`config.mk`:
```
export PLATFORM = sky130hd
export DESIGN_NAME = sql_query_tokenizer
export DESIGN_NICKNAME = d
export VERILOG_FILES = /design/src/sv/sqt_pkg.sv /design/src/sv/sqt_core.sv /design/src/sv/sqt_rsp_buf.sv /design/src/sv/sql_query_tokenizer.sv
export SDC_FILE = /design/constraint.sdc
export NUM_CORES = 2
export LEC_CHECK = 0
export BUFFER_PORTS_ARGS = -buffer_cell sky130_fd_sc_hd__buf_2
export CAP_MARGIN = 20
export CORE_ASPECT_RATIO = 0.5
export CORE_UTILIZATION = 25
export CTS_CLUSTER_SIZE = 30
export DETAILED_ROUTE_END_ITERATION = 10
export PLACE_DENSITY = 0.42
export SLEW_MARGIN = 15
export SYNTH_ARGS = -nofsm -noshare
export SYNTH_HDL_FRONTEND = slang
export SYNTH_SLANG_ARGS = --single-unit
```
`constraint.sdc`:
```
create_clock -name clock -period 9.61 [get_ports clock]
set_clock_uncertainty 0.2 [all_clocks]
set_input_delay 0.961 -clock clock [delete_from_list [all_inputs] [get_ports clock]]
set_output_delay 0.961 -clock clock [all_outputs]
set_load 0.05 [all_outputs]
```
`src/sv/sqt_pkg.sv`:
```
// sqt_pkg: shared types, token kinds, error codes and character helpers for the
// sql query tokenizer. No dependencies.
`timescale 1ns / 1ps

package sqt_pkg;

   localparam int VALUE_BITS_DEF    = 64;
   localparam int POSITION_BITS_DEF = 16;
   localparam int DEPTH_BITS_DEF    = 16;
   localparam int MAX_VALUE_BITS    = 64;
   localparam int MAX_POS_BITS      = 32;
   localparam int MAX_RESULTS       = 3;

   typedef logic [20:0] char_type;
   typedef logic [5:0]  kind_type;
   typedef logic [3:0]  err_type;
   typedef logic [1:0]  base_type;

   localparam kind_type K_NONE    = 6'd0;
   localparam kind_type K_END     = 6'd1;
   localparam kind_type K_ERROR   = 6'd2;
   localparam kind_type K_STRING  = 6'd3;
   localparam kind_type K_INTEGER = 6'd4;
   localparam kind_type K_FLOAT   = 6'd5;
   localparam kind_type K_IDENT   = 6'd6;
   localparam kind_type K_PERCENT = 6'd7;
   localparam kind_type K_AMP     = 6'd8;
   localparam kind_type K_LPAREN  = 6'd9;
   localparam kind_type K_RPAREN  = 6'd10;
   localparam kind_type K_LBRACK  = 6'd11;
   localparam kind_type K_RBRACK  = 6'd12;
   localparam kind_type K_STAR    = 6'd13;
   localparam kind_type K_PLUS    = 6'd14;
   localparam kind_type K_COMMA   = 6'd15;
   localparam kind_type K_DOT     = 6'd16;
   localparam kind_type K_SEMI    = 6'd17;
   localparam kind_type K_AT      = 6'd18;
   localparam kind_type K_CARET   = 6'd19;
   localparam kind_type K_EQUAL   = 6'd20;
   localparam kind_type K_TILDE   = 6'd21;
   localparam kind_type K_HASH    = 6'd22;
   localparam kind_type K_COLON   = 6'd23;
   localparam kind_type K_SCOPE   = 6'd24;
   localparam kind_type K_DIV     = 6'd25;
   localparam kind_type K_MINUS   = 6'd26;
   localparam kind_type K_LT      = 6'd27;
   localparam kind_type K_LE      = 6'd28;
   localparam kind_type K_SHL     = 6'd29;
   localparam kind_type K_NE      = 6'd30;
   localparam kind_type K_GT      = 6'd31;
   localparam kind_type K_GE      = 6'd32;
   localparam kind_type K_SHR     = 6'd33;
   localparam kind_type K_SQRT    = 6'd34;
   localparam kind_type K_CBRT    = 6'd35;
   localparam kind_type K_CONCAT  = 6'd36;
   localparam kind_type K_BITOR   = 6'd37;

   localparam err_type ERR_NONE          = 4'd0;
   localparam err_type ERR_OPEN_COMMENT  = 4'd1;
   localparam err_type ERR_OPEN_STRING   = 4'd2;
   localparam err_type ERR_NEWLINE       = 4'd3;
   localparam err_type ERR_BACKSLASH     = 4'd4;
   localparam err_type ERR_BIN_DIGIT     = 4'd5;
   localparam err_type ERR_OCT_DIGIT     = 4'd6;
   localparam err_type ERR_NO_QUOTE      = 4'd7;
   localparam err_type ERR_NO_DIGITS     = 4'd8;
   localparam err_type ERR_UNEXPECTED    = 4'd9;
   localparam err_type ERR_DEEP_COMMENT  = 4'd10;
   localparam err_type ERR_EMPTY_EXP     = 4'd11;

   localparam base_type BASE_DEC = 2'd0;
   localparam base_type BASE_BIN = 2'd1;
   localparam base_type BASE_OCT = 2'd2;
   localparam base_type BASE_HEX = 2'd3;

   typedef enum logic [4:0] {
      M_START, M_ERROR, M_COLON, M_SLASH, M_MINUS, M_LT, M_GT, M_BAR, M_BAR2,
      M_BLOCK, M_BLOCK_STAR, M_BLOCK_SLASH, M_LINE, M_HASH, M_HASH_BOL,
      M_STRING, M_STRING_QUOTE, M_PREFIX, M_IDENT, M_ZERO, M_BIN, M_OCT,
      M_HEX, M_DEC, M_FRAC, M_EXP_START, M_EXP_SIGN, M_EXP_DIGITS
   } mode_type;

   typedef struct packed {
      kind_type                  kind;
      logic                      is_text;
      char_type                  text_char;
      logic                      done;
      logic [MAX_VALUE_BITS-1:0] value;
      logic                      overflow;
      logic [MAX_POS_BITS-1:0]   line;
      logic [MAX_POS_BITS-1:0]   column;
      err_type                   err;
   } result_type;

   function automatic logic is_digit(char_type c);
      return c >= 21'("0") && c <= 21'("9");
   endfunction

   function automatic logic is_alpha(char_type c);
      return (c >= 21'("a") && c <= 21'("z")) || (c >= 21'("A") && c <= 21'("Z")) ||
             c == 21'("_");
   endfunction

   function automatic logic is_hex(char_type c);
      return is_digit(c) || (c >= 21'("a") && c <= 21'("f")) ||
             (c >= 21'("A") && c <= 21'("F"));
   endfunction

   function automatic logic [3:0] hex_val(char_type c);
      return is_digit(c) ? c[3:0] : 4'(c[3:0] + 4'd9);
   endfunction

   function automatic logic is_space(char_type c);
      return c == 21'h20 || c == 21'h0a || c == 21'h09 || c == 21'h0c || c == 21'h0b;
   endfunction

   // single character operators, K_NONE when not one
   function automatic kind_type op_kind(char_type c);
      kind_type k;
      k = K_NONE;
      if (c[20:8] == '0) begin
         case (c[7:0])
            8'h25:   k = K_PERCENT;
            8'h26:   k = K_AMP;
            8'h28:   k = K_LPAREN;
            8'h29:   k = K_RPAREN;
            8'h5b:   k = K_LBRACK;
            8'h5d:   k = K_RBRACK;
            8'h2a:   k = K_STAR;
            8'h2b:   k = K_PLUS;
            8'h2c:   k = K_COMMA;
            8'h2e:   k = K_DOT;
            8'h3b:   k = K_SEMI;
            8'h40:   k = K_AT;
            8'h5e:   k = K_CARET;
            8'h3d:   k = K_EQUAL;
            8'h7e:   k = K_TILDE;
            default: k = K_NONE;
         endcase
      end
      return k;
   endfunction

endpackage

```
`src/sv/sqt_core.sv`:
```
// sqt_core: lexer state registers and the single-pass step logic that turns one
// character beat into up to three results. Depends on sqt_pkg.
`timescale 1ns / 1ps

module sqt_core import sqt_pkg::*; #(
   parameter int VALUE_BITS    = VALUE_BITS_DEF,
   parameter int POSITION_BITS = POSITION_BITS_DEF,
   parameter int DEPTH_BITS    = DEPTH_BITS_DEF
) (
   input  logic                   clock,
   input  logic                   reset,
   input  logic                   fire,
   input  char_type               char_code,
   input  logic                   end_of_stream,
   output result_type [2:0]       res,
   output logic [1:0]             res_count
);

   localparam int VB = VALUE_BITS;
   localparam int PB = POSITION_BITS;
   localparam int DB = DEPTH_BITS;

   mode_type        mode_ff, mode_in;
   logic [VB-1:0]   acc_ff, acc_in;
   logic            ovf_ff, ovf_in;
   logic            dseen_ff, dseen_in;
   logic            quo_ff, quo_in;
   logic            esc_ff, esc_in;
   logic [DB-1:0]   dep_ff, dep_in;
   char_type        held_ff, held_in;
   logic [PB-1:0]   ln_ff, ln_in;
   logic [PB-1:0]   cl_ff, cl_in;
   logic [PB-1:0]   tl_ff, tl_in;
   logic [PB-1:0]   tc_ff, tc_in;

   function automatic result_type mk(kind_type kind, logic txt, char_type ch, logic done,
                                     logic [VB-1:0] val, logic ovf, logic [PB-1:0] line,
                                     logic [PB-1:0] col, err_type err);
      result_type r;
      r.kind      = kind;
      r.is_text   = txt;
      r.text_char = ch;
      r.done      = done;
      r.value     = MAX_VALUE_BITS'(val);
      r.overflow  = ovf;
      r.line      = MAX_POS_BITS'(line);
      r.column    = MAX_POS_BITS'(col);
      r.err       = err;
      return r;
   endfunction

   // value * base + digit, saturating; top bit flags overflow
   function automatic logic [VB:0] acc_step(logic [VB-1:0] val, base_type base,
                                            logic [3:0] d);
      logic [VB+3:0] w;
      logic [VB+3:0] p;
      w = (VB+4)'(val);
      case (base)
         BASE_DEC: p = (w << 3) + (w << 1) + (VB+4)'(d);
         BASE_BIN: p = (w << 1) + (VB+4)'(d);
         BASE_OCT: p = (w << 3) + (VB+4)'(d);
         BASE_HEX: p = (w << 4) + (VB+4)'(d);
         default:  p = w;
      endcase
      if (|p[VB+3:VB]) return {1'b1, {VB{1'b1}}};
      return {1'b0, p[VB-1:0]};
   endfunction

   always_ff @(posedge clock) begin
      if (reset) begin
         mode_ff  <= M_START;
         acc_ff   <= '0;
         ovf_ff   <= 1'b0;
         dseen_ff <= 1'b0;
         quo_ff   <= 1'b0;
         esc_ff   <= 1'b0;
         dep_ff   <= '0;
         held_ff  <= '0;
         ln_ff    <= PB'(1);
         cl_ff    <= PB'(1);
         tl_ff    <= '0;
         tc_ff    <= '0;
      end else if (fire) begin
         mode_ff  <= mode_in;
         acc_ff   <= acc_in;
         ovf_ff   <= ovf_in;
         dseen_ff <= dseen_in;
         quo_ff   <= quo_in;
         esc_ff   <= esc_in;
         dep_ff   <= dep_in;
         held_ff  <= held_in;
         ln_ff    <= ln_in;
         cl_ff    <= cl_in;
         tl_ff    <= tl_in;
         tc_ff    <= tc_in;
      end
   end

   always_comb begin
      char_type      c;
      char_type      h;
      logic          do_start;
      logic          do_acc;
      base_type      base;
      logic [3:0]    dig;
      logic [VB:0]   acc_new;
      kind_type      ok;
      logic [1:0]    n;
      result_type [2:0] r;

      c        = char_code;
      h        = '0;
      do_start = 1'b0;
      do_acc   = 1'b0;
      base     = BASE_DEC;
      dig      = '0;
      acc_new  = '0;
      ok       = K_NONE;
      n        = 2'd0;
      r        = '0;

      mode_in  = mode_ff;
      acc_in   = acc_ff;
      ovf_in   = ovf_ff;
      dseen_in = dseen_ff;
      quo_in   = quo_ff;
      esc_in   = esc_ff;
      dep_in   = dep_ff;
      held_in  = held_ff;
      ln_in    = ln_ff;
      cl_in    = cl_ff;
      tl_in    = tl_ff;
      tc_in    = tc_ff;

      if (end_of_stream) begin
         case (mode_ff)
            M_COLON: begin
               r[n] = mk(K_COLON, 1'b0, '0, 1'b1, '0, 1'b0, tl_ff, tc_ff, ERR_NONE);
               n = n + 2'd1;
            end
            M_SLASH: begin
               r[n] = mk(K_DIV, 1'b0, '0, 1'b1, '0, 1'b0, tl_ff, tc_ff, ERR_NONE);
               n = n + 2'd1;
            end
            M_MINUS: begin
               r[n] = mk(K_MINUS, 1'b0, '0, 1'b1, '0, 1'b0, tl_ff, tc_ff, ERR_NONE);
               n = n + 2'd1;
            end
            M_LT: begin
               r[n] = mk(K_LT, 1'b0, '0, 1'b1, '0, 1'b0, tl_ff, tc_ff, ERR_NONE);
               n = n + 2'd1;
            end
            M_GT: begin
               r[n] = mk(K_GT, 1'b0, '0, 1'b1, '0, 1'b0, tl_ff, tc_ff, ERR_NONE);
               n = n + 2'd1;
            end
            M_BAR: begin
               r[n] = mk(K_BITOR, 1'b0, '0, 1'b1, '0, 1'b0, tl_ff, tc_ff, ERR_NONE);
               n = n + 2'd1;
            end
            M_BAR2: begin
               r[n] = mk(K_CONCAT, 1'b0, '0, 1'b1, '0, 1'b0, tl_ff, tc_ff, ERR_NONE);
               n = n + 2'd1;
            end
            M_BLOCK, M_BLOCK_STAR, M_BLOCK_SLASH: begin
               r[n] = mk(K_ERROR, 1'b0, '0, 1'b1, '0, 1'b0, tl_ff, tc_ff, ERR_OPEN_COMMENT);
               n = n + 2'd1;
            end
            M_STRING: begin
               r[n] = mk(K_ERROR, 1'b0, '0, 1'b1, '0, 1'b0, tl_ff, tc_ff, ERR_OPEN_STRING);
               n = n + 2'd1;
            end
            M_STRING_QUOTE: begin
               r[n] = mk(K_STRING, 1'b0, '0, 1'b1, '0, 1'b0, tl_ff, tc_ff, ERR_NONE);
               n = n + 2'd1;
            end
            M_PREFIX: begin
               r[n] = mk(K_IDENT, 1'b1, held_ff, 1'b0, '0, 1'b0, tl_ff, tc_ff, ERR_NONE);
               n = n + 2'd1;
               r[n] = mk(K_IDENT, 1'b0, '0, 1'b1, '0, 1'b0, tl_ff, tc_ff, ERR_NONE);
               n = n + 2'd1;
            end
            M_IDENT: begin
               r[n] = mk(K_IDENT, 1'b0, '0, 1'b1, '0, 1'b0, tl_ff, tc_ff, ERR_NONE);
               n = n + 2'd1;
            end
            M_ZERO, M_DEC: begin
               r[n] = mk(K_INTEGER, 1'b0, '0, 1'b1, acc_ff, ovf_ff, tl_ff, tc_ff, ERR_NONE);
               n = n + 2'd1;
            end
            M_BIN, M_OCT, M_HEX: begin
               if (quo_ff) begin
                  r[n] = mk(K_ERROR, 1'b0, '0, 1'b1, '0, 1'b0, tl_ff, tc_ff, ERR_NO_QUOTE);
               end else if (!dseen_ff) begin
                  r[n] = mk(K_ERROR, 1'b0, '0, 1'b1, '0, 1'b0, tl_ff, tc_ff, ERR_NO_DIGITS);
               end else begin
                  r[n] = mk(K_INTEGER, 1'b0, '0, 1'b1, acc_ff, ovf_ff, tl_ff, tc_ff,
                            ERR_NONE);
               end
               n = n + 2'd1;
            end
            M_FRAC, M_EXP_DIGITS: begin
               r[n] = mk(K_FLOAT, 1'b0, '0, 1'b1, acc_ff, ovf_ff, tl_ff, tc_ff, ERR_NONE);
               n = n + 2'd1;
            end
            M_EXP_START, M_EXP_SIGN: begin
               r[n] = mk(K_ERROR, 1'b0, '0, 1'b1, '0, 1'b0, tl_ff, tc_ff, ERR_EMPTY_EXP);
               n = n + 2'd1;
            end
            default: begin
            end
         endcase
         r[n] = mk(K_END, 1'b0, '0, 1'b1, '0, 1'b0, ln_ff, cl_ff, ERR_NONE);
         n = n + 2'd1;
         mode_in  = M_START;
         acc_in   = '0;
         ovf_in   = 1'b0;
         dseen_in = 1'b0;
         quo_in   = 1'b0;
         esc_in   = 1'b0;
         dep_in   = '0;
         held_in  = '0;
         ln_in    = PB'(1);
         cl_in    = PB'(1);
         tl_in    = '0;
         tc_in    = '0;
      end else begin
         case (mode_ff)
            M_START: do_start = 1'b1;
            M_COLON: begin
               if (c == 21'(":")) begin
                  r[n] = mk(K_SCOPE, 1'b0, '0, 1'b1, '0, 1'b0, tl_in, tc_in, ERR_NONE);
                  n = n + 2'd1;
                  mode_in = M_START;
               end else begin
                  r[n] = mk(K_COLON, 1'b0, '0, 1'b1, '0, 1'b0, tl_in, tc_in, ERR_NONE);
                  n = n + 2'd1;
                  do_start = 1'b1;
               end
            end
            M_SLASH: begin
               if (c == 21'("*")) begin
                  dep_in  = DB'(1);
                  mode_in = M_BLOCK;
               end else begin
                  r[n] = mk(K_DIV, 1'b0, '0, 1'b1, '0, 1'b0, tl_in, tc_in, ERR_NONE);
                  n = n + 2'd1;
                  do_start = 1'b1;
               end
            end
            M_MINUS: begin
               if (c == 21'("-")) begin
                  mode_in = M_LINE;
               end else begin
                  r[n] = mk(K_MINUS, 1'b0, '0, 1'b1, '0, 1'b0, tl_in, tc_in, ERR_NONE);
                  n = n + 2'd1;
                  do_start = 1'b1;
               end
            end
            M_LT: begin
               if (c == 21'("=")) begin
                  r[n] = mk(K_LE, 1'b0, '0, 1'b1, '0, 1'b0, tl_in, tc_in, ERR_NONE);
                  n = n + 2'd1;
                  mode_in = M_START;
               end else if (c == 21'("<")) begin
                  r[n] = mk(K_SHL, 1'b0, '0, 1'b1, '0, 1'b0, tl_in, tc_in, ERR_NONE);
                  n = n + 2'd1;
                  mode_in = M_START;
               end else if (c == 21'(">")) begin
                  r[n] = mk(K_NE, 1'b0, '0, 1'b1, '0, 1'b0, tl_in, tc_in, ERR_NONE);
                  n = n + 2'd1;
                  mode_in = M_START;
               end else begin
                  r[n] = mk(K_LT, 1'b0, '0, 1'b1, '0, 1'b0, tl_in, tc_in, ERR_NONE);
                  n = n + 2'd1;
                  do_start = 1'b1;
               end
            end
            M_GT: begin
               if (c == 21'("=")) begin
                  r[n] = mk(K_GE, 1'b0, '0, 1'b1, '0, 1'b0, tl_in, tc_in, ERR_NONE);
                  n = n + 2'd1;
                  mode_in = M_START;
               end else if (c == 21'(">")) begin
                  r[n] = mk(K_SHR, 1'b0, '0, 1'b1, '0, 1'b0, tl_in, tc_in, ERR_NONE);
                  n = n + 2'd1;
                  mode_in = M_START;
               end else begin
                  r[n] = mk(K_GT, 1'b0, '0, 1'b1, '0, 1'b0, tl_in, tc_in, ERR_NONE);
                  n = n + 2'd1;
                  do_start = 1'b1;
               end
            end
            M_BAR: begin
               if (c == 21'("/")) begin
                  r[n] = mk(K_SQRT, 1'b0, '0, 1'b1, '0, 1'b0, tl_in, tc_in, ERR_NONE);
                  n = n + 2'd1;
                  mode_in = M_START;
               end else if (c == 21'("|")) begin
                  mode_in = M_BAR2;
               end else begin
                  r[n] = mk(K_BITOR, 1'b0, '0, 1'b1, '0, 1'b0, tl_in, tc_in, ERR_NONE);
                  n = n + 2'd1;
                  do_start = 1'b1;
               end
            end
            M_BAR2: begin
               if (c == 21'("/")) begin
                  r[n] = mk(K_CBRT, 1'b0, '0, 1'b1, '0, 1'b0, tl_in, tc_in, ERR_NONE);
                  n = n + 2'd1;
                  mode_in = M_START;
               end else begin
                  r[n] = mk(K_CONCAT, 1'b0, '0, 1'b1, '0, 1'b0, tl_in, tc_in, ERR_NONE);
                  n = n + 2'd1;
                  do_start = 1'b1;
               end
            end
            M_BLOCK, M_BLOCK_STAR, M_BLOCK_SLASH: begin
               if (mode_ff == M_BLOCK_STAR && c == 21'("/")) begin
                  dep_in  = dep_ff - DB'(1);
                  mode_in = (dep_in == '0) ? M_START : M_BLOCK;
               end else if (mode_ff == M_BLOCK_SLASH && c == 21'("*")) begin
                  if (&dep_ff) begin
                     r[n] = mk(K_ERROR, 1'b0, '0, 1'b1, '0, 1'b0, tl_in, tc_in,
                               ERR_DEEP_COMMENT);
                     n = n + 2'd1;
                     mode_in = M_ERROR;
                  end else begin
                     dep_in  = dep_ff + DB'(1);
                     mode_in = M_BLOCK;
                  end
               end else if (c == 21'("*")) begin
                  mode_in = M_BLOCK_STAR;
               end else if (c == 21'("/")) begin
                  mode_in = M_BLOCK_SLASH;
               end else begin
                  mode_in = M_BLOCK;
               end
            end
            M_LINE: begin
               if (c == 21'h0a) mode_in = M_START;
            end
            M_HASH: begin
               if (c == 21'h0a) mode_in = M_HASH_BOL;
            end
            M_HASH_BOL: begin
               if (c == 21'("#")) mode_in = M_HASH;
               else do_start = 1'b1;
            end
            M_STRING: begin
               if (c == 21'h27) begin
                  mode_in = M_STRING_QUOTE;
               end else if (c == 21'h0a) begin
                  r[n] = mk(K_ERROR, 1'b0, '0, 1'b1, '0, 1'b0, tl_in, tc_in, ERR_NEWLINE);
                  n = n + 2'd1;
                  mode_in = M_ERROR;
               end else if (esc_ff && c == 21'h5c) begin
                  r[n] = mk(K_ERROR, 1'b0, '0, 1'b1, '0, 1'b0, tl_in, tc_in, ERR_BACKSLASH);
                  n = n + 2'd1;
                  mode_in = M_ERROR;
               end else begin
                  r[n] = mk(K_STRING, 1'b1, c, 1'b0, '0, 1'b0, tl_in, tc_in, ERR_NONE);
                  n = n + 2'd1;
               end
            end
            M_STRING_QUOTE: begin
               if (c == 21'h27) begin
                  r[n] = mk(K_STRING, 1'b1, c, 1'b0, '0, 1'b0, tl_in, tc_in, ERR_NONE);
                  n = n + 2'd1;
                  mode_in = M_STRING;
               end else begin
                  r[n] = mk(K_STRING, 1'b0, '0, 1'b1, '0, 1'b0, tl_in, tc_in, ERR_NONE);
                  n = n + 2'd1;
                  do_start = 1'b1;
               end
            end
            M_PREFIX: begin
               h = held_ff | 21'h20;
               if (c == 21'h27) begin
                  acc_in   = '0;
                  ovf_in   = 1'b0;
                  dseen_in = 1'b0;
                  quo_in   = 1'b1;
                  if (h == 21'("b")) begin
                     mode_in = M_BIN;
                  end else if (h == 21'("o")) begin
                     mode_in = M_OCT;
                  end else if (h == 21'("x")) begin
                     mode_in = M_HEX;
                  end else begin
                     acc_in   = acc_ff;
                     ovf_in   = ovf_ff;
                     dseen_in = dseen_ff;
                     quo_in   = quo_ff;
                     mode_in  = M_STRING;
                     esc_in   = 1'b1;
                  end
               end else begin
                  r[n] = mk(K_IDENT, 1'b1, held_ff, 1'b0, '0, 1'b0, tl_in, tc_in, ERR_NONE);
                  n = n + 2'd1;
                  mode_in = M_IDENT;
                  if (is_alpha(c) || is_digit(c)) begin
                     r[n] = mk(K_IDENT, 1'b1, c, 1'b0, '0, 1'b0, tl_in, tc_in, ERR_NONE);
                     n = n + 2'd1;
                  end else begin
                     r[n] = mk(K_IDENT, 1'b0, '0, 1'b1, '0, 1'b0, tl_in, tc_in, ERR_NONE);
                     n = n + 2'd1;
                     do_start = 1'b1;
                  end
               end
            end
            M_IDENT: begin
               if (is_alpha(c) || is_digit(c)) begin
                  r[n] = mk(K_IDENT, 1'b1, c, 1'b0, '0, 1'b0, tl_in, tc_in, ERR_NONE);
                  n = n + 2'd1;
               end else begin
                  r[n] = mk(K_IDENT, 1'b0, '0, 1'b1, '0, 1'b0, tl_in, tc_in, ERR_NONE);
                  n = n + 2'd1;
                  do_start = 1'b1;
               end
            end
            M_ZERO, M_DEC: begin
               h = c | 21'h20;
               if (mode_ff == M_ZERO && h == 21'("b")) begin
                  mode_in = M_BIN;
               end else if (mode_ff == M_ZERO && h == 21'("x")) begin
                  mode_in = M_HEX;
               end else if (mode_ff == M_ZERO && h == 21'("o")) begin
                  mode_in = M_OCT;
               end else begin
                  if (mode_ff == M_ZERO) begin
                     mode_in  = M_DEC;
                     dseen_in = 1'b1;
                  end
                  if (is_digit(c)) begin
                     do_acc = 1'b1;
                     base   = BASE_DEC;
                     dig    = c[3:0];
                  end else if (c == 21'(".")) begin
                     r[n] = mk(K_FLOAT, 1'b1, c, 1'b0, '0, 1'b0, tl_in, tc_in, ERR_NONE);
                     n = n + 2'd1;
                     mode_in = M_FRAC;
                  end else begin
                     r[n] = mk(K_INTEGER, 1'b0, '0, 1'b1, acc_ff, ovf_ff, tl_in, tc_in,
                               ERR_NONE);
                     n = n + 2'd1;
                     do_start = 1'b1;
                  end
               end
            end
            M_BIN, M_OCT, M_HEX: begin
               if (mode_ff == M_BIN && (c == 21'("0") || c == 21'("1"))) begin
                  do_acc = 1'b1;
                  base   = BASE_BIN;
                  dig    = c[3:0];
               end else if (mode_ff == M_BIN && c >= 21'("2") && c <= 21'("9")) begin
                  r[n] = mk(K_ERROR, 1'b0, '0, 1'b1, '0, 1'b0, tl_in, tc_in, ERR_BIN_DIGIT);
                  n = n + 2'd1;
                  mode_in = M_ERROR;
               end else if (mode_ff == M_OCT && c >= 21'("0") && c <= 21'("7")) begin
                  do_acc = 1'b1;
                  base   = BASE_OCT;
                  dig    = c[3:0];
               end else if (mode_ff == M_OCT && (c == 21'("8") || c == 21'("9"))) begin
                  r[n] = mk(K_ERROR, 1'b0, '0, 1'b1, '0, 1'b0, tl_in, tc_in, ERR_OCT_DIGIT);
                  n = n + 2'd1;
                  mode_in = M_ERROR;
               end else if (mode_ff == M_HEX && is_hex(c)) begin
                  do_acc = 1'b1;
                  base   = BASE_HEX;
                  dig    = hex_val(c);
               end else if (quo_ff) begin
                  if (c != 21'h27) begin
                     r[n] = mk(K_ERROR, 1'b0, '0, 1'b1, '0, 1'b0, tl_in, tc_in,
                               ERR_NO_QUOTE);
                     mode_in = M_ERROR;
                  end else if (!dseen_ff) begin
                     r[n] = mk(K_ERROR, 1'b0, '0, 1'b1, '0, 1'b0, tl_in, tc_in,
                               ERR_NO_DIGITS);
                     mode_in = M_ERROR;
                  end else begin
                     r[n] = mk(K_INTEGER, 1'b0, '0, 1'b1, acc_ff, ovf_ff, tl_in, tc_in,
                               ERR_NONE);
                     mode_in = M_START;
                  end
                  n = n + 2'd1;
               end else if (!dseen_ff) begin
                  r[n] = mk(K_ERROR, 1'b0, '0, 1'b1, '0, 1'b0, tl_in, tc_in, ERR_NO_DIGITS);
                  n = n + 2'd1;
                  mode_in = M_ERROR;
               end else begin
                  r[n] = mk(K_INTEGER, 1'b0, '0, 1'b1, acc_ff, ovf_ff, tl_in, tc_in,
                            ERR_NONE);
                  n = n + 2'd1;
                  do_start = 1'b1;
               end
            end
            M_FRAC: begin
               if (is_digit(c)) begin
                  r[n] = mk(K_FLOAT, 1'b1, c, 1'b0, '0, 1'b0, tl_in, tc_in, ERR_NONE);
                  n = n + 2'd1;
               end else if (c == 21'("e") || c == 21'("E")) begin
                  r[n] = mk(K_FLOAT, 1'b1, 21'("e"), 1'b0, '0, 1'b0, tl_in, tc_in,
                            ERR_NONE);
                  n = n + 2'd1;
                  mode_in = M_EXP_START;
               end else begin
                  r[n] = mk(K_FLOAT, 1'b0, '0, 1'b1, acc_ff, ovf_ff, tl_in, tc_in, ERR_NONE);
                  n = n + 2'd1;
                  do_start = 1'b1;
               end
            end
            M_EXP_START, M_EXP_SIGN: begin
               if (mode_ff == M_EXP_START && (c == 21'("+") || c == 21'("-"))) begin
                  r[n] = mk(K_FLOAT, 1'b1, c, 1'b0, '0, 1'b0, tl_in, tc_in, ERR_NONE);
                  n = n + 2'd1;
                  mode_in = M_EXP_SIGN;
               end else if (is_digit(c)) begin
                  r[n] = mk(K_FLOAT, 1'b1, c, 1'b0, '0, 1'b0, tl_in, tc_in, ERR_NONE);
                  n = n + 2'd1;
                  mode_in = M_EXP_DIGITS;
               end else begin
                  r[n] = mk(K_ERROR, 1'b0, '0, 1'b1, '0, 1'b0, tl_in, tc_in, ERR_EMPTY_EXP);
                  n = n + 2'd1;
                  mode_in = M_ERROR;
               end
            end
            M_EXP_DIGITS: begin
               if (is_digit(c)) begin
                  r[n] = mk(K_FLOAT, 1'b1, c, 1'b0, '0, 1'b0, tl_in, tc_in, ERR_NONE);
                  n = n + 2'd1;
               end else begin
                  r[n] = mk(K_FLOAT, 1'b0, '0, 1'b1, acc_ff, ovf_ff, tl_in, tc_in, ERR_NONE);
                  n = n + 2'd1;
                  do_start = 1'b1;
               end
            end
            default: begin
            end
         endcase

         // start of a new token
         if (do_start) begin
            tl_in   = ln_ff;
            tc_in   = cl_ff;
            mode_in = M_START;
            ok      = op_kind(c);
            if (is_space(c)) begin
               mode_in = M_START;
            end else if (ok != K_NONE) begin
               r[n] = mk(ok, 1'b0, '0, 1'b1, '0, 1'b0, tl_in, tc_in, ERR_NONE);
               n = n + 2'd1;
            end else if (c == 21'(":")) begin
               mode_in = M_COLON;
            end else if (c == 21'("/")) begin
               mode_in = M_SLASH;
            end else if (c == 21'("-")) begin
               mode_in = M_MINUS;
            end else if (c == 21'("<")) begin
               mode_in = M_LT;
            end else if (c == 21'(">")) begin
               mode_in = M_GT;
            end else if (c == 21'("|")) begin
               mode_in = M_BAR;
            end else if (c == 21'("#")) begin
               if (ln_ff == PB'(1) && cl_ff == PB'(1)) begin
                  mode_in = M_HASH;
               end else begin
                  r[n] = mk(K_HASH, 1'b0, '0, 1'b1, '0, 1'b0, tl_in, tc_in, ERR_NONE);
                  n = n + 2'd1;
               end
            end else if (c == 21'h27) begin
               mode_in = M_STRING;
               esc_in  = 1'b0;
            end else if (c == 21'("0")) begin
               mode_in  = M_ZERO;
               acc_in   = '0;
               ovf_in   = 1'b0;
               dseen_in = 1'b0;
               quo_in   = 1'b0;
            end else if ((c | 21'h20) == 21'("b") || (c | 21'h20) == 21'("e") ||
                         (c | 21'h20) == 21'("o") || (c | 21'h20) == 21'("x")) begin
               held_in = c;
               mode_in = M_PREFIX;
            end else if (is_digit(c)) begin
               mode_in  = M_DEC;
               acc_in   = VB'(c[3:0]);
               ovf_in   = 1'b0;
               dseen_in = 1'b1;
               quo_in   = 1'b0;
            end else if (is_alpha(c)) begin
               r[n] = mk(K_IDENT, 1'b1, c, 1'b0, '0, 1'b0, tl_in, tc_in, ERR_NONE);
               n = n + 2'd1;
               mode_in = M_IDENT;
            end else begin
               r[n] = mk(K_ERROR, 1'b0, '0, 1'b1, '0, 1'b0, tl_in, tc_in, ERR_UNEXPECTED);
               n = n + 2'd1;
               mode_in = M_ERROR;
            end
         end

         if (do_acc) begin
            acc_new  = acc_step(acc_ff, base, dig);
            acc_in   = acc_new[VB-1:0];
            ovf_in   = ovf_ff | acc_new[VB];
            dseen_in = 1'b1;
         end

         // position counters
         if (c == 21'h0a) begin
            if (!(&ln_ff)) ln_in = ln_ff + PB'(1);
            cl_in = PB'(1);
         end else if (!(&cl_ff)) begin
            cl_in = cl_ff + PB'(1);
         end
      end

      res       = r;
      res_count = n;
   end

endmodule

```
`src/sv/sqt_rsp_buf.sv`:
```
// sqt_rsp_buf: result register holding up to three results of one step and
// handing them out one beat at a time. Depends on sqt_pkg.
`timescale 1ns / 1ps

module sqt_rsp_buf import sqt_pkg::*; (
   input  logic             clock,
   input  logic             reset,
   input  logic             load,
   input  result_type [2:0] load_res,
   input  logic [1:0]       load_count,
   input  logic             rsp_stall,
   output logic             rsp_valid,
   output result_type       rsp_res,
   output logic             rsp_last,
   output logic             free
);

   result_type [2:0] slot_ff;
   logic [1:0]       count_ff, count_in;
   logic [1:0]       idx_ff, idx_in;
   logic             pop;

   assign rsp_valid = (count_ff != 2'd0);
   assign rsp_res   = slot_ff[idx_ff];
   assign rsp_last  = (idx_ff == count_ff - 2'd1);
   assign pop       = rsp_valid && !rsp_stall;
   assign free      = !rsp_valid || (pop && rsp_last);

   always_comb begin
      count_in = count_ff;
      idx_in   = idx_ff;
      if (load) begin
         count_in = load_count;
         idx_in   = 2'd0;
      end else if (pop) begin
         if (rsp_last) begin
            count_in = 2'd0;
            idx_in   = 2'd0;
         end else begin
            idx_in = idx_ff + 2'd1;
         end
      end
   end

   always_ff @(posedge clock) begin
      if (reset) begin
         count_ff <= 2'd0;
         idx_ff   <= 2'd0;
      end else begin
         count_ff <= count_in;
         idx_ff   <= idx_in;
      end
   end

   always_ff @(posedge clock) begin
      if (load) begin
         slot_ff <= load_res;
      end
   end

`ifndef SYNTHESIS
   a_idx_in_range: assert property (@(posedge clock) disable iff (reset)
      rsp_valid |-> idx_ff < count_ff)
      else $error("result index beyond count");
   a_load_when_free: assert property (@(posedge clock) disable iff (reset)
      load |-> free)
      else $error("results loaded over pending beats");
   a_load_starts: assert property (@(posedge clock) disable iff (reset)
      load |=> idx_ff == 2'd0 && count_ff == $past(load_count))
      else $error("loaded results not presented from the first");
   a_drain_empties: assert property (@(posedge clock) disable iff (reset)
      pop && rsp_last && !load |=> !rsp_valid)
      else $error("buffer not empty after last beat");
`endif

endmodule

```
`src/sv/sql_query_tokenizer.sv`:
```
// sql_query_tokenizer: top level with input register, step logic and result
// buffer. Depends on sqt_pkg, sqt_core and sqt_rsp_buf.
`timescale 1ns / 1ps

// One character (or end-of-stream) is taken per beat and handled by the step
// logic between the input register and the result buffer, so a new character
// can be accepted while the results of the last one are handed out. A character
// makes zero to three results; the result port moves one per cycle unless
// rsp_stall holds it, so sustained input rate is one character per cycle when
// each makes at most one result and the port is not stalled, and otherwise is
// set by the result port.
module sql_query_tokenizer import sqt_pkg::*; #(
   parameter int VALUE_BITS    = VALUE_BITS_DEF,
   parameter int POSITION_BITS = POSITION_BITS_DEF,
   parameter int DEPTH_BITS    = DEPTH_BITS_DEF
) (
   input  logic                     clock,
   input  logic                     reset,
   input  logic                     req_valid,
   output logic                     req_stall,
   input  logic [20:0]              req_char_code,
   input  logic                     req_end_of_stream,
   output logic                     rsp_valid,
   input  logic                     rsp_stall,
   output logic [5:0]               rsp_token_kind,
   output logic                     rsp_is_text,
   output logic [20:0]              rsp_text_char,
   output logic                     rsp_token_done,
   output logic [VALUE_BITS-1:0]    rsp_int_value,
   output logic                     rsp_value_overflow,
   output logic [POSITION_BITS-1:0] rsp_start_line,
   output logic [POSITION_BITS-1:0] rsp_start_column,
   output logic [3:0]               rsp_error_code,
   output logic                     rsp_last
);

   logic             in_vld_ff, in_vld_in;
   char_type         in_char_ff;
   logic             in_eos_ff;
   logic             fire;
   logic             buf_free;
   result_type [2:0] step_res;
   logic [1:0]       step_count;
   result_type       out_res;

   assign fire      = in_vld_ff && buf_free;
   assign req_stall = in_vld_ff && !buf_free;
   assign in_vld_in = req_stall ? in_vld_ff : req_valid;

   always_ff @(posedge clock) begin
      if (reset) begin
         in_vld_ff <= 1'b0;
      end else begin
         in_vld_ff <= in_vld_in;
      end
   end

   always_ff @(posedge clock) begin
      if (req_valid && !req_stall) begin
         in_char_ff <= req_char_code;
         in_eos_ff  <= req_end_of_stream;
      end
   end

   sqt_core #(
      .VALUE_BITS    (VALUE_BITS),
      .POSITION_BITS (POSITION_BITS),
      .DEPTH_BITS    (DEPTH_BITS)
   ) u_core (
      .clock         (clock),
      .reset         (reset),
      .fire          (fire),
      .char_code     (in_char_ff),
      .end_of_stream (in_eos_ff),
      .res           (step_res),
      .res_count     (step_count)
   );

   sqt_rsp_buf u_rsp_buf (
      .clock      (clock),
      .reset      (reset),
      .load       (fire),
      .load_res   (step_res),
      .load_count (step_count),
      .rsp_stall  (rsp_stall),
      .rsp_valid  (rsp_valid),
      .rsp_res    (out_res),
      .rsp_last   (rsp_last),
      .free       (buf_free)
   );

   assign rsp_token_kind     = out_res.kind;
   assign rsp_is_text        = out_res.is_text;
   assign rsp_text_char      = out_res.text_char;
   assign rsp_token_done     = out_res.done;
   assign rsp_int_value      = out_res.value[VALUE_BITS-1:0];
   assign rsp_value_overflow = out_res.overflow;
   assign rsp_start_line     = out_res.line[POSITION_BITS-1:0];
   assign rsp_start_column   = out_res.column[POSITION_BITS-1:0];
   assign rsp_error_code     = out_res.err;

endmodule

```
==> results.rst <==
.. list-table::
   :header-rows: 1

   * - Metric
     - Value
   * - Status
     - complete, no violations
   * - Quantity of hold-fixing buffers added after cts
     - 0
   * - PD cells
     - 120.2 mW/mm²
   * - Ys async rst share
     - 0
   * - Capture point of the critical path
     - u_core.acc_ff[50]
   * - TritonRoute pass-1 iters
     - 6
   * - Type of element capturing the critical path
     - flop
   * - Mapped cell area
     - 0.03384 mm²
   * - Largest area contributor in the synthesized netlist
     - sky130_fd_sc_hd__edfxtp_1
   * - Post-CTS Setup Inserts
     - 0
   * - Normalized max-slew margin
     - 0.1794
   * - Least-Margin Pin Slew
     - 1.226 ns
   * - Number of global-route vias before repair
     - 31890
   * - Clock tree from TritonCTS
     - yes
   * - Vertical extent of the die
     - 262.2 µm
   * - FILL cells
     - 14426
   * - Final-stage net count
     - 4330
   * - Total negative setup slack
     - 0 ns
   * - Multi-input combinational cell area
     - 0.02067 mm²
   * - Class of the tightest hold or removal check
     - reg2reg
   * - Level count of the clock H-tree
     - 2
   * - Post-CTS clock slew at the launch and capture registers of the worst setup and hold paths
     - 0.06 ns
   * - Via-per-instance ratio
     - 5.610
   * - Sequential-to-total area share from yosys stat
     - 0.3490
   * - Launching instance or port of the critical path
     - in_char_ff[0]
   * - Total number of yosys warnings
     - 0
   * - Later-pin clock latency in the skew report
     - 0.66 ns
   * - Antenna violations before repair
     - 4
   * - Fmax
     - 0.1174 GHz
   * - Area of all sequential standard cells
     - 0.01182 mm²
   * - Most common flop cell mapped by yosys
     - sky130_fd_sc_hd__edfxtp_1
   * - Iteration-0 DRC Markers
     - 3633
   * - Clock sinks
     - 453
   * - RSZ-0062 raised after global routing
     - false
   * - Average cell area after synthesis
     - 8.220 µm²
   * - Inst Count DP
     - 5893
   * - Largest net degree at the start of global routing
     - 110
   * - TritonCTS buffer count
     - 50
   * - Bufs on Longest Clock Path
     - 3
   * - Path depth of the worst reg2reg path
     - 25
   * - Number of remaining DRC errors
     - 0
   * - Ratio of cells with drive above 1 in the final layout
     - 0.1064
   * - Peak supply drop
     - 0.1168 mV
   * - Root Buffer
     - sky130_fd_sc_hd__clkbuf_16
   * - Most used cells in the layout excluding fill and tap cells
     - sky130_fd_sc_hd__nand2_1, sky130_fd_sc_hd__nor2_1, sky130_fd_sc_hd__o21ai_0
   * - Share of the synthesized area in the top cell type
     - 0.2431
   * - Placeable core region
     - 0.1343 mm²
   * - Required time at the worst-slack endpoint
     - 9.93 ns
   * - Final max-slew violation count
     - 0
   * - Unique cell type count in the Yosys netlist
     - 102
   * - Leakage power of the design
     - 13.60 nW
   * - Minimum clock period
     - 8.518 ns
   * - Critical path start-end classification
     - reg2reg
   * - Met2 wire length
     - 70250 µm
   * - Flop2flop setup slack
     - 1.09 ns
   * - Average routed wire per standard cell
     - 26.50 µm
   * - Number of ports placed on the die boundary
     - 159
   * - Fin cells
     - 5987
   * - Number of rows in the core area
     - 95
   * - Overall Power
     - 4.619 mW
   * - Tot GR Track Use
     - 0.2235
   * - Input/output buffers
     - 158
   * - Post-route core utilization
     - 0.2861
   * - Highest metal layer used by the detailed router
     - met4
   * - Routed wire length
     - 158600 µm
   * - Worst r2r dst
     - u_core.acc_ff[50]
   * - Die outline area
     - 0.1369 mm²
   * - HPWL Detailed
     - 117000 µm
   * - Overall overflow remaining after global route
     - 0
   * - Met3 routed wirelength
     - 10460 µm
   * - Total of flip-flops plus latches after synthesis
     - 453
   * - # Max-Cap Violations
     - 0
   * - Gate count after technology mapping
     - 4117
   * - Launch instance of the worst register-to-register path
     - in_char_ff[0]
   * - Post-synth EDFFs
     - 274
   * - Global-route wire length before repair
     - 228300 µm
   * - Total of endpoints with negative setup slack in the final report
     - 0
   * - Final hold viol count
     - 0
   * - Startpoint Class
     - flop
   * - Most frequent standard cell in the layout excluding fill and tap cells
     - sky130_fd_sc_hd__nand2_1
   * - Final RePlAce weighted congestion
     - 0.9754
   * - Largest fanout on the critical path
     - 15
   * - Post-cts sizing count
     - 0
   * - Cell types occupying the most area after synthesis
     - sky130_fd_sc_hd__edfxtp_1, sky130_fd_sc_hd__dfxtp_1, sky130_fd_sc_hd__ha_1
   * - Antenna violation net count after detailed routing
     - 0
   * - Area growth from synthesis to layout
     - 13.56%
   * - Effective utilization at floorplan
     - 0.2520
   * - Die Wd
     - 522.3 µm
   * - Worst path arrival time
     - 8.84 ns
   * - Metal1 wirelength
     - 73270 µm
   * - Period Utilization, post-route
     - 0.8864
   * - Worst hold slack across all endpoints
     - 0.2503 ns
   * - Worst Hold Depth
     - 2
   * - Total vias in the final route
     - 33585
-- layer usage --
layer  global-route usage  up-vias
met5                    0        -
met4              0.06396        0
met3              0.02876      238
met2               0.3559     1421
met1               0.3153    16664
li1                     -    15262
-- worst min path at each step --
stage	slack (ns)	start	to
floorplan	0.22	u_core.ovf_ff	u_core.ovf_ff
global route	0.29	req_end_of_stream	in_eos_ff
finish	0.25	u_core.held_ff[5]	u_core.held_ff[5]
detailed placement	0.24	u_core.held_ff[5]	u_core.held_ff[5]
global placement	0.24	u_core.held_ff[5]	u_core.held_ff[5]
CTS	0.25	u_core.held_ff[5]	u_core.held_ff[5]
-- synth_stat cells, types with 98 or more instances --
library cell,n
sky130_fd_sc_hd__nand3_1,143
sky130_fd_sc_hd__xnor2_1,113
sky130_fd_sc_hd__xor2_1,98
sky130_fd_sc_hd__edfxtp_1,274
sky130_fd_sc_hd__nor2_1,365
sky130_fd_sc_hd__dfxtp_1,179
sky130_fd_sc_hd__nor3_1,110
sky130_fd_sc_hd__clkbuf_1,273
sky130_fd_sc_hd__ha_1,150
sky130_fd_sc_hd__nand2_1,453
sky130_fd_sc_hd__o21ai_0,286
sky130_fd_sc_hd__a21oi_1,253
sky130_fd_sc_hd__and2_1,142
-- flip-flops by register name, summed over array words and instances, names as in the netlist --
name / cells
in_char_ff: 21
in_eos_ff: 1
in_vld_ff: 1
u_core.acc_ff: 64
u_core.cl_ff: 16
u_core.dep_ff: 16
u_core.dseen_ff: 1
u_core.esc_ff: 1
u_core.held_ff: 21
u_core.ln_ff: 16
u_core.mode_ff: 5
u_core.ovf_ff: 1
u_core.quo_ff: 1
u_core.tc_ff: 16
u_core.tl_ff: 16
u_rsp_buf.count_ff: 2
u_rsp_buf.idx_ff: 2
u_rsp_buf.slot_ff: 252
-- area by class of cell --
| cell class | count | share of cell area |
|---|---|---|
| timing repair buffer | 287 | 0.04597 |
| clock inverter | 22 | 0.005600 |
| tap | 1794 | 0.05841 |
| inverter | 71 | 0.007130 |
| multi-input combinational | 3288 | 0.5378 |
| sequential | 453 | 0.3075 |
| clock buffer | 71 | 0.03754 |
| antenna | 1 | 0.00006512 |
-- power by group --
part / switching (mW) / total, mW / leakage, nW / internal (mW)
registers: 0.0357 / 2.16 / 3.96 / 2.13
logic: 0.381 / 0.483 / 8.83 / 0.102
clock network: 0.886 / 1.97 / 0.812 / 1.08
total: 1.30 / 4.62 / 13.6 / 3.32
-- critical path, stage by stage, from the launching register on --
cell,delay (ns)
sky130_fd_sc_hd__edfxtp_1,0.66
sky130_fd_sc_hd__inv_1,0.26
sky130_fd_sc_hd__ha_1,0.51
sky130_fd_sc_hd__or3b_2,0.50
sky130_fd_sc_hd__a21boi_0,0.47
sky130_fd_sc_hd__o211ai_1,0.24
sky130_fd_sc_hd__nand2_1,0.29
sky130_fd_sc_hd__nor2_1,0.10
sky130_fd_sc_hd__o21ai_0,0.17
sky130_fd_sc_hd__o21ai_0,0.22
sky130_fd_sc_hd__inv_1,0.13
sky130_fd_sc_hd__fa_1,0.45
sky130_fd_sc_hd__inv_1,0.08
sky130_fd_sc_hd__ha_1,0.23
sky130_fd_sc_hd__a211oi_1,0.36
sky130_fd_sc_hd__o21ai_0,0.24
sky130_fd_sc_hd__a31oi_1,0.44
sky130_fd_sc_hd__a311o_1,0.43
sky130_fd_sc_hd__and3_1,0.30
sky130_fd_sc_hd__nor4_1,0.08
sky130_fd_sc_hd__nor4_1,0.37
sky130_fd_sc_hd__o211ai_1,0.40
sky130_fd_sc_hd__a21oi_2,0.66
sky130_fd_sc_hd__buf_4,0.34
sky130_fd_sc_hd__a22oi_1,0.12
sky130_fd_sc_hd__a21o_1,0.17
-- cell families (layout without fill, tap and decap cells) --
family | count (synthesis) | count (layout) | synth area share
XOR/XNOR | 211 | 211 | 0.05461
other | 1 | 29 | 0.0001108
multiplexers | 75 | 75 | 0.02222
AND/OR/NAND/NOR | 1661 | 1661 | 0.2434
adder cells (fa/ha/maj) | 154 | 154 | 0.05753
AO/OA/AOI/OAI | 1159 | 1159 | 0.2261
buffers and inverters | 403 | 451 | 0.04707
flip-flops | 453 | 453 | 0.3490
-- stage by stage --
stage / area, µm² / setup WS [ns]
5_1_grt: 38430 / 0.5922
3_5_place_dp: 36770 / 1.304
3_3_place_gp: 36750 / 1.533
6_report: 38430 / 1.092
2_1_floorplan: 33940 / 0.4585
4_1_cts: 38430 / 1.252
Note: power is estimated with default switching activity, not from simulation.
